===== config.mk =====
export PLATFORM = sky130hd
export DESIGN_NAME = i2c_target_event_sequencer
export DESIGN_NICKNAME = d
export VERILOG_FILES = /design/src/rtl/i2cts_pkg.sv /design/src/rtl/i2cts_core.sv /design/src/rtl/i2c_target_event_sequencer.sv
export SDC_FILE = /design/constraint.sdc
export NUM_CORES = 1
export LEC_CHECK = 0
export ABC_AREA = 1
export BUFFER_PORTS_ARGS = -buffer_cell sky130_fd_sc_hd__buf_2
export CORE_UTILIZATION = 30
export CTS_CLUSTER_SIZE = 25
export DETAILED_ROUTE_END_ITERATION = 12
export GPL_TIMING_DRIVEN = 0
export PLACE_DENSITY = 0.45
export SYNTH_ARGS = -nofsm -noshare
export SYNTH_HDL_FRONTEND = slang
export SYNTH_SLANG_ARGS = --single-unit

===== constraint.sdc =====
create_clock -name clock -period 4.4 [get_ports clock]
set_input_delay 0.88 -clock clock [delete_from_list [all_inputs] [get_ports clock]]
set_output_delay 0.88 -clock clock [all_outputs]
set_load 0.01 [all_outputs]

===== src/rtl/i2cts_pkg.sv =====
// ----------------------------------------------------------------------------
// I2C target event sequencer package
// Shared types and constants: transfer phases, payload structs and CSR map.
// ----------------------------------------------------------------------------
package i2cts_pkg;

   // Transfer phase; the code doubles as the event kind reported to the app
   typedef enum logic [2:0] {
      PH_IDLE = 3'd0,
      PH_WREQ = 3'd1,
      PH_WRCV = 3'd2,
      PH_RREQ = 3'd3,
      PH_RPRC = 3'd4
   } phase_type;

   // Byte sent once the reply data has run out
   localparam logic [7:0] FILL_BYTE = 8'hff;

   // CSR register indexes
   localparam int CSR_INDEX_W = 2;
   localparam int CSR_DATA_W  = 8;
   localparam logic [CSR_INDEX_W-1:0] CSR_PRIMARY_ADDR   = 2'd0;
   localparam logic [CSR_INDEX_W-1:0] CSR_SECONDARY_ADDR = 2'd1;
   localparam logic [CSR_INDEX_W-1:0] CSR_PAUSE          = 2'd2;
   localparam logic [CSR_INDEX_W-1:0] CSR_UNHANDLED_LIM  = 2'd3;

   localparam logic [7:0] UNHANDLED_LIMIT_RESET = 8'd16;

   // Configuration seen by the sequencer core
   typedef struct packed {
      logic [6:0] primary_address;
      logic [6:0] secondary_address;
      logic       pause_after_stop;
      logic [7:0] unhandled_limit;
   } cfg_type;

   // One status event
   typedef struct packed {
      logic       bus_error;
      logic       ack_error;
      logic       stop_seen;
      logic       rx_full;
      logic       tx_empty;
      logic       addr_match;
      logic       dual_hit;
      logic       master_reads;
      logic [7:0] rx_byte;
      logic [7:0] reply_byte;
      logic       app_refuse;
   } req_type;

   // One result
   typedef struct packed {
      logic       notify;
      logic [2:0] event_kind;
      logic [6:0] matched_address;
      logic [7:0] rx_data;
      logic       tx_load;
      logic [7:0] tx_data;
      logic       ack_enable;
      logic       buffer_irq_on;
      logic       irq_shutdown;
      logic       reset_request;
      logic       handled;
   } rsp_type;

endpackage


===== src/rtl/i2cts_core.sv =====
// ----------------------------------------------------------------------------
// I2C target event sequencer core
// Holds the transfer state and works through one status event per step.
// ----------------------------------------------------------------------------
module i2cts_core
   import i2cts_pkg::*;
(
   input  logic    clock,
   input  logic    reset,
   input  logic    step_en,
   input  cfg_type cfg,
   input  req_type req,
   output rsp_type rsp
);

   phase_type  phase_ff, phase_in;
   logic       done_ff, done_in;
   logic [6:0] addr_ff, addr_in;
   logic [7:0] data_ff, data_in;
   logic [7:0] cnt_ff, cnt_in;
   logic       ack_ff, ack_in;
   logic       buf_ff, buf_in;

   phase_type  kind;
   logic       notify;
   logic [7:0] rx_data;
   logic       tx_load;
   logic [7:0] tx_data;
   logic       shutdown;
   logic       reset_req;
   logic       handled;
   logic       write_phase;
   logic       read_phase;

   assign write_phase = (phase_ff == PH_WREQ) || (phase_ff == PH_WRCV);
   assign read_phase  = (phase_ff == PH_RREQ) || (phase_ff == PH_RPRC);

   // State registers, updated once per accepted transaction
   always_ff @(posedge clock) begin
      if (reset) begin
         phase_ff <= PH_IDLE;
         done_ff  <= 1'b0;
         addr_ff  <= '0;
         data_ff  <= '0;
         cnt_ff   <= '0;
         ack_ff   <= 1'b1;
         buf_ff   <= 1'b0;
      end else if (step_en) begin
         phase_ff <= phase_in;
         done_ff  <= done_in;
         addr_ff  <= addr_in;
         data_ff  <= data_in;
         cnt_ff   <= cnt_in;
         ack_ff   <= ack_in;
         buf_ff   <= buf_in;
      end
   end

   // Event handling in priority order, then the unhandled-count check
   always_comb begin
      phase_in  = phase_ff;
      done_in   = done_ff;
      addr_in   = addr_ff;
      data_in   = data_ff;
      ack_in    = ack_ff;
      buf_in    = buf_ff;
      notify    = 1'b0;
      kind      = PH_IDLE;
      rx_data   = '0;
      tx_load   = 1'b0;
      tx_data   = '0;
      shutdown  = 1'b0;
      reset_req = 1'b0;
      handled   = 1'b1;

      if (req.bus_error) begin
         // controller reset
         phase_in  = PH_IDLE;
         ack_in    = 1'b1;
         buf_in    = 1'b0;
         reset_req = 1'b1;
      end else if (req.ack_error || (phase_ff != PH_IDLE && req.stop_seen)) begin
         // end of transfer
         if (!req.ack_error) begin
            ack_in = 1'b1;
         end
         phase_in = PH_IDLE;
         notify   = 1'b1;
         kind     = PH_IDLE;
         buf_in   = 1'b0;
         shutdown = cfg.pause_after_stop;
      end else if (write_phase && req.rx_full) begin
         // byte written by the master
         data_in  = req.rx_byte;
         phase_in = PH_WRCV;
         notify   = 1'b1;
         kind     = PH_WRCV;
         rx_data  = req.rx_byte;
         if (req.app_refuse) begin
            ack_in = 1'b0;
         end
      end else if (read_phase && req.tx_empty) begin
         // master wants the next byte; fill once reply data ran out
         if (!done_ff) begin
            notify = 1'b1;
            kind   = phase_ff;
            if (req.app_refuse) begin
               done_in = 1'b1;
            end else begin
               data_in = req.reply_byte;
            end
         end
         tx_load  = 1'b1;
         tx_data  = done_in ? FILL_BYTE : data_in;
         phase_in = PH_RPRC;
      end else if (req.addr_match) begin
         addr_in = req.dual_hit ? cfg.secondary_address : cfg.primary_address;
         if (req.master_reads) begin
            phase_in = PH_RREQ;
            done_in  = 1'b0;
         end else begin
            phase_in = PH_WREQ;
            notify   = 1'b1;
            kind     = PH_WREQ;
         end
         buf_in = 1'b1;
      end else begin
         handled = 1'b0;
      end

      cnt_in = handled ? 8'd0 : cnt_ff + 8'd1;

      // too many unhandled events: controller reset
      if (cnt_in == cfg.unhandled_limit) begin
         phase_in  = PH_IDLE;
         ack_in    = 1'b1;
         buf_in    = 1'b0;
         cnt_in    = '0;
         reset_req = 1'b1;
      end
   end

   // Result of this step
   always_comb begin
      rsp.notify          = notify;
      rsp.event_kind      = kind;
      rsp.matched_address = addr_in;
      rsp.rx_data         = rx_data;
      rsp.tx_load         = tx_load;
      rsp.tx_data         = tx_data;
      rsp.ack_enable      = ack_in;
      rsp.buffer_irq_on   = buf_in;
      rsp.irq_shutdown    = shutdown;
      rsp.reset_request   = reset_req;
      rsp.handled         = handled;
   end

   a_reset_idle: assert property (@(posedge clock) disable iff (reset)
      step_en && rsp.reset_request |=> phase_ff == PH_IDLE && cnt_ff == 8'd0 && ack_ff)
      else $error("reset request did not restore idle state");

   a_unhandled_count: assert property (@(posedge clock) disable iff (reset)
      step_en && !rsp.handled && !rsp.reset_request |=> cnt_ff == $past(cnt_ff) + 8'd1)
      else $error("unhandled count did not advance");

   a_fill_after_done: assert property (@(posedge clock) disable iff (reset)
      step_en && rsp.tx_load && done_ff |-> rsp.tx_data == FILL_BYTE && !rsp.notify)
      else $error("reply after end of data was not the fill byte");

endmodule


===== src/rtl/i2c_target_event_sequencer.sv =====
// ----------------------------------------------------------------------------
// I2C target event sequencer
// Results are registered on rsp_, or in the skid entry while rsp_ is stalled.
// Throughput: one transaction per cycle unless stalled; one-step state update.
// A two-entry output buffer keeps req_ accepting while one result waits.
// Reset: synchronous; idle phase, acknowledge on, buffer irq off, count and
// registers cleared, unhandled limit 16, output buffer empty.
// ----------------------------------------------------------------------------
module i2c_target_event_sequencer
   import i2cts_pkg::*;
(
   input  logic                   clock,
   input  logic                   reset,
   // request channel
   input  logic                   req_valid,
   output logic                   req_stall,
   input  req_type                req_data,
   // result channel
   output logic                   rsp_valid,
   input  logic                   rsp_stall,
   output rsp_type                rsp_data,
   // configuration writes
   input  logic                   csr_valid,
   output logic                   csr_ready,
   input  logic [CSR_INDEX_W-1:0] csr_index,
   input  logic [CSR_DATA_W-1:0]  csr_wdata
);

   cfg_type cfg_ff;
   rsp_type result;
   logic    push;
   logic    pop;

   logic    rsp_valid_ff, rsp_valid_in;
   rsp_type rsp_data_ff, rsp_data_in;
   logic    skid_valid_ff, skid_valid_in;
   rsp_type skid_data_ff, skid_data_in;

   // Configuration registers, always ready
   assign csr_ready = 1'b1;

   always_ff @(posedge clock) begin
      if (reset) begin
         cfg_ff.primary_address   <= '0;
         cfg_ff.secondary_address <= '0;
         cfg_ff.pause_after_stop  <= 1'b0;
         cfg_ff.unhandled_limit   <= UNHANDLED_LIMIT_RESET;
      end else if (csr_valid && csr_ready) begin
         unique case (csr_index)
            CSR_PRIMARY_ADDR:   cfg_ff.primary_address   <= csr_wdata[6:0];
            CSR_SECONDARY_ADDR: cfg_ff.secondary_address <= csr_wdata[6:0];
            CSR_PAUSE:          cfg_ff.pause_after_stop  <= csr_wdata[0];
            CSR_UNHANDLED_LIM:  cfg_ff.unhandled_limit   <= csr_wdata[7:0];
         endcase
      end
   end

   assign push = req_valid && !req_stall;
   assign pop  = rsp_valid_ff && !rsp_stall;

   i2cts_core u_core (
      .clock   (clock),
      .reset   (reset),
      .step_en (push),
      .cfg     (cfg_ff),
      .req     (req_data),
      .rsp     (result)
   );

   // Output register plus skid entry
   always_comb begin
      rsp_valid_in  = rsp_valid_ff;
      rsp_data_in   = rsp_data_ff;
      skid_valid_in = skid_valid_ff;
      skid_data_in  = skid_data_ff;
      if (!rsp_valid_ff || pop) begin
         if (skid_valid_ff) begin
            rsp_valid_in  = 1'b1;
            rsp_data_in   = skid_data_ff;
            skid_valid_in = 1'b0;
         end else begin
            rsp_valid_in = push;
            rsp_data_in  = result;
         end
      end else if (push) begin
         skid_valid_in = 1'b1;
         skid_data_in  = result;
      end
   end

   always_ff @(posedge clock) begin
      if (reset) begin
         rsp_valid_ff  <= 1'b0;
         skid_valid_ff <= 1'b0;
      end else begin
         rsp_valid_ff  <= rsp_valid_in;
         skid_valid_ff <= skid_valid_in;
      end
   end

   always_ff @(posedge clock) begin
      rsp_data_ff  <= rsp_data_in;
      skid_data_ff <= skid_data_in;
   end

   assign req_stall = skid_valid_ff;
   assign rsp_valid = rsp_valid_ff;
   assign rsp_data  = rsp_data_ff;

   a_skid_order: assert property (@(posedge clock) disable iff (reset)
      skid_valid_ff |-> rsp_valid_ff)
      else $error("skid entry held while output register empty");

   a_push_lands: assert property (@(posedge clock) disable iff (reset)
      push |=> rsp_valid_ff)
      else $error("accepted transaction produced no result");

   a_skid_drain: assert property (@(posedge clock) disable iff (reset)
      skid_valid_ff && pop |=> rsp_data_ff == $past(skid_data_ff))
      else $error("skid entry lost on drain");

endmodule

# After elaboration in Yosys (flattened, before gate mapping)
# Cells that the tools add are included.
[totals]
input_bits = 40
reg_bits = 120
word_cells = 152
[classes]
eq_ne = 8
bitwise = 4
n_addsub = 1
n_reduce_logical = 27
mux = 77
[op_table]
columns = ["operator", "n"]
rows = [
  ["8-bit two-way mux", 14],
  ["1-bit two-way mux", 43],
  ["7-bit two-way mux", 6],
  ["3-bit two-way mux", 12],
  ["33-bit two-way mux", 1],
  ["2-bit AND reduction", 6],
  ["8-bit by 1-bit adder with 8-bit output (second input constant)", 1],
  ["8-bit == test", 1],
  ["3-bit by 2-bit == test with 1-bit output (second input constant)", 2],
  ["6-bit AND reduction", 1],
  ["2-bit nonzero test", 3],
  ["6-bit nonzero test", 1],
  ["1-bit logical AND", 5],
  ["2-bit == test (second input constant)", 2],
  ["1-bit logical OR", 4],
  ["1-bit NOT", 4],
  ["4-bit AND reduction", 1],
  ["3-bit by 1-bit == test with 1-bit output (second input constant)", 1],
  ["3-bit == test (second input constant)", 1],
  ["1-bit logical NOT", 3],
  ["3-bit nonzero test", 1],
  ["2-bit by 1-bit == test with 1-bit output (second input constant)", 1],
  ["2-bit logical NOT", 1],
  ["2-bit two-way mux", 1],
  ["2-bit OR reduction", 1],
]

# Logic depth before layout (Yosys ltp)
[logic_depth]
word_depth = 13
ltp_mapped = 18
depth_no_buf = 17

# Hierarchy
# A second synthesis with hierarchy kept.
[unflattened]
hier_cells = 682
hier_area_um2 = 5381.4
[modules_own_cells]
columns = ["mod", "cells_per_inst", "area_each_um2", "instances"]
rows = [
  ["i2c_target_event_sequencer", 335, 3453.3, 1],
  ["i2cts_core", 347, 1928.1, 1],
]

# Least setup slack after synthesis
# No wires, ideal clock.
[synth_path]
path_type = "input port to flip-flop"
from = "input port rsp_stall"
to = "register skid_data_ff[0] (netlist name) (enable)"
path_slack_ns = 0.821
t_arrival_ns = 3.156
path_stages = 2
required_time_ns = 3.977
n_path_buf = 0
path_cell_list = "nand2_1 > nor2_1"
[synth_between]
elab_chain_cells = 5
[synth_lines]
columns = ["item", "line", "source"]
rows = [
  ["start: declaration", "i2c_target_event_sequencer.sv:20", "input logic rsp_stall,"],
  ["1-bit logical NOT", "i2c_target_event_sequencer.sv:59", "assign pop = rsp_valid_ff && !rsp_stall;"],
  ["1-bit logical AND", "i2c_target_event_sequencer.sv:59", ""],
  ["1-bit logical OR", "i2c_target_event_sequencer.sv:76", "if (!rsp_valid_ff || pop) begin"],
  ["1-bit NOT (no source line)", "--", ""],
  ["2-bit AND reduction (no source line)", "--", ""],
  ["end signal: assignment", "i2c_target_event_sequencer.sv:103", "skid_data_ff <= skid_data_in;"],
  ["end: declaration", "i2c_target_event_sequencer.sv:37", "rsp_type skid_data_ff, skid_data_in;"],
]
# No other way between the ends.
# A chain may end at the register's enable or synchronous reset.

# Worst setup path in the final report
[layout_path]
from = "input port req_data[24] (netlist name)"
to = "register rsp_data_ff (netlist bit rsp_data[3]), data pin"
[layout_between]
elab_chain_cells = 5
word_cells_on_any_way = 6
classes_between = "eq/ne: 1; mux: 5"
[layout_lines]
columns = ["item", "line", "source"]
rows = [
  ["start: declaration", "i2c_target_event_sequencer.sv:17", "input req_type req_data,"],
  ["1-bit two-way mux", "i2cts_core.sv:76", "if (req.bus_error) begin"],
  ["8-bit two-way mux", "i2cts_core.sv:131", "cnt_in = handled ? 8'd0 : cnt_ff + 8'd1;"],
  ["8-bit == test", "i2cts_core.sv:134", "if (cnt_in == cfg.unhandled_limit) begin"],
  ["1-bit two-way mux (*)", "i2cts_core.sv:134", ""],
  ["33-bit two-way mux (*)", "i2c_target_event_sequencer.sv:77", "if (skid_valid_ff) begin"],
  ["end signal: assignment", "i2c_target_event_sequencer.sv:102", "rsp_data_ff <= rsp_data_in;"],
  ["end: declaration", "i2c_target_event_sequencer.sv:35", "rsp_type rsp_data_ff, rsp_data_in;"],
]
# Every way passes the cells marked *; elsewhere a longest branch is shown, timed or not.

==> results.ini <==
[worst_setup_path]
sum_of_buffers_and_inverters_on_the_critical_path=3
cp_data_required_time_ns=4.49
timing.rr.start=u_core.phase_ff[0]
worst_r2r_endpoint=rsp_data[3]
worst_setup_path_end_kind=flop
crit_type=in -> reg
reg2regPathDepth=13
critical_path.cell_chain=buf_2 > inv_1 > nand3_4 > nor2_8 > buf_6 > nand4_1 > nand2_1 > nand2_1 > nor2_1 > nand3_1 > nand3_1 > o21ai_0
maximum_net_fanout_on_the_critical_path=10
timing.critical_path.max_delay_family=simple AND/OR/NAND/NOR gates
ff2ff_setup_slack_ns=2.18
slowest_delay_ns=0.21
critical_path_arrival_ns=2.51
slowest_cell_on_crit_path=inv_1
crit_path_start_kind=input port

[grt]
grt-busiest-layer=met2
antenna_violations_before_repair=0
grt_use_met3_pct=4.330
grtUsageMet2_pct=24.49
grt_start_max_net_pins=37
grt_pass1_vias=4071
grt-ovfl-total=0
grt_util_met1_pct=19.65
gr-usage-all-layers_pct=15.10
global_route_wire_length_before_repair_mm=20.61

[placed_design]
gp_routability_congestion=0.8410
detailedPlacementHpwl_mm=9.270
dpl_worst_slack_ns=1.624
io_buffers=73

[synthesis]
syn_inst=607
syn-cell-area_mm2=0.005147
yosys-top-cells-area=edfxtp_1, dfxtp_1, nand2_1, inv_1, a21oi_1
post_synth_num_cell_types=33
synth_fp_nets=648
synth_top_area_share_pct=38.50
synth.avg_cell_area_um2=8.480
synth_area_leader_cell=edfxtp_1
ys_ff_latch=112
sequential_area_share_after_synthesis_pct=56.39
yosysWarningCount=0

[clock_network]
cts_resized=0
holdBufCountCts=0
cts_inserted_buffers=9
tritoncts_clock_tree=done
post_cts.repair.setup_buffers=0
clock_insertion_delay_worst_skew_ns=0.36
tritoncts_num_sinks=112
cts.reportedPaths.clkPinSlew_ns=0.07
cts.htree.levels=3
deepest_clock_path_buffer_count=2
clock_tree.root_cell=clkbuf_16

[drt]
drtAntennaViolNets=0
vias_per_cell=4.481
route.detailed.drc=0
wire_per_inst_um=13.71
finalWirelength_mm=12.57
vias=4109
drt_pre_antenna_iters=5
drt-initial-drc-count=260

[hold_path]
worst_hold_startpoint=cfg_ff[13]
min_delay_path_depth=2
hold_path.class=reg -> reg
hold-path-endpoint=cfg_ff[13]

[power_and_ir_drop]
power_switching_uw=571.7
clockPowerShare_pct=35.7
total_power_uw=2201
power_per_cell_area_mw_per_mm2=361.2
pwr-share-comb_pct=10.8
p_leak_uw=0.002706
irDropWorstVdd_mv=0.1939
netSwitchingFraction_pct=25.97
power.share.sequential_pct=53.5
p_int_uw=1630

[finish]
antennaDiodeCount=0
layout.nets=733
area_occupied_by_multi_input_gates_mm2=0.001818
layout_common_cells=nand2_1, buf_2, inv_1
postLayoutCoreUtil_pct=36.61
most_common_library_cell_in_the_layout_ignoring_fill_and_taps=nand2_1
relative_area_change_from_synthesis_to_final_layout_pct=18.38
number_of_filler_cells_placed_in_the_layout=1736
seq_area_mm2=0.002903
drive_above_1_share_pct=17.07

[floorplan]
num_io_pins=76
chipHeight_um=133.0
design.die.area_mm2=0.01769
rows=47
die_x_um=133.0
initial_core_util_pct=30.93
core_region_area_mm2=0.01664

[timing]
post-route-period-util_pct=54.96
finalSetupViolations=0
post-route-worst-setup-slack_ns=1.982
finalWorstPathRequiredPeriod_ns=2.418
relative_slew_slack_pct=39.12
timing.final.hold_violations=0
worst_clock_skew_ns=0.004748
fmax_achieved_ghz=0.4135
grt_setup_unrepaired=no
drv_slew=0
tightestPinTransition_ns=0.9100

[run]
maxCapViolCount=0

[status]
outcome=finished, final reports clean

-- layout make-up --
cell class,instances,share of cell area [%]
Buffer,30,2.361
Clock buffer,10,3.758
Clock inverter,6,0.7598
Inverter,78,4.805
Multi-Input combinational cell,387,29.84
Sequential cell,112,47.64
Tap cell,220,4.517
Timing Repair Buffer,74,6.324
-- tightest hold or removal path: cells and delay by family (launching register included) --
kind	cells	cell delay, ns
buffers and inverters	1	0.06
AOI/OAI and AO/OA	1	0.05
DFF	1	0.30
-- sequential cells by signal, indices dropped and copies added (netlist names) --
name	count
rsp_data	33
skid_data_ff	33
cfg_ff	23
u_core.cnt_ff	8
u_core.addr_ff	7
u_core.phase_ff	3
req_stall	1
rsp_valid	1
u_core.ack_ff	1
u_core.buf_ff	1
u_core.done_ff	1
-- logic make-up (layout without fill, tap and decap cells) --
family	after synthesis	in the layout	synth area share, %
compound gates	102	102	10.43
xor+xnor	1	1	0.1702
fa+ha+maj	1	1	0.2430
buf+inv	108	198	8.483
flops	112	112	56.39
other cells	1	1	0.07285
simple gates	282	282	24.21
-- cell usage after synthesis (all sizes together) --
cell type  count
edfxtp        66
ha             1
nand3         23
a31oi          2
conb           1
o21ai         47
nor4           2
xor2           1
nor2          53
clkinv         3
buf            9
o211ai         7
nor3           8
nand4         17
dfxtp         46
clkbuf        21
inv           75
nand2        179
a21oi         46
-- through the flow --
stage | setup TNS (ns) | cell area [um^2] | cells | hold slack, ns
final | 0 | 6093 | 917 | 0.4558
after global routing | 0 | 6093 | 917 | 0.4763
after CTS | 0 | 6093 | 917 | 0.4580
after detailed placement | 0 | 5818 | 901 | 0.4476
after global placement | -16.90 | 5788 | 900 | 0.4441
after floorplan | 0 | 5147 | 607 | 0.4287
-- power groups by stage --
stage,Clock [uW],Sequential [uW],Combinational (uW)
after global routing,858,1180,270
final,785,1180,238
after CTS,814,1180,242
after global placement,0,1200,236
after detailed placement,0,1200,241
after floorplan,0,1210,134
-- metal layers --
metal  part of all wire (%)  wire length [um]  vias up
met5                      0                 0        -
met2                     45              5698      110
li1                       -                 -     2150
met4                    1.2               151        0
met3                    5.7               711        9
met1                     48              6007     1840
-- worst max path at each step --
stage	to	from	cells after the start	slack, ns
floorplan	skid_data_ff[0]	rsp_stall	2	0.82
global placement	skid_data_ff[0]	rsp_stall	3	-0.51
detailed placement	rsp_data[3]	req_data[24]	12	1.62
CTS	rsp_data[3]	req_data[24]	12	2.01
global route	rsp_data[3]	req_data[24]	12	1.81
finish	rsp_data[3]	req_data[24]	12	1.98
Note: power is estimated with default switching activity, not from simulation.
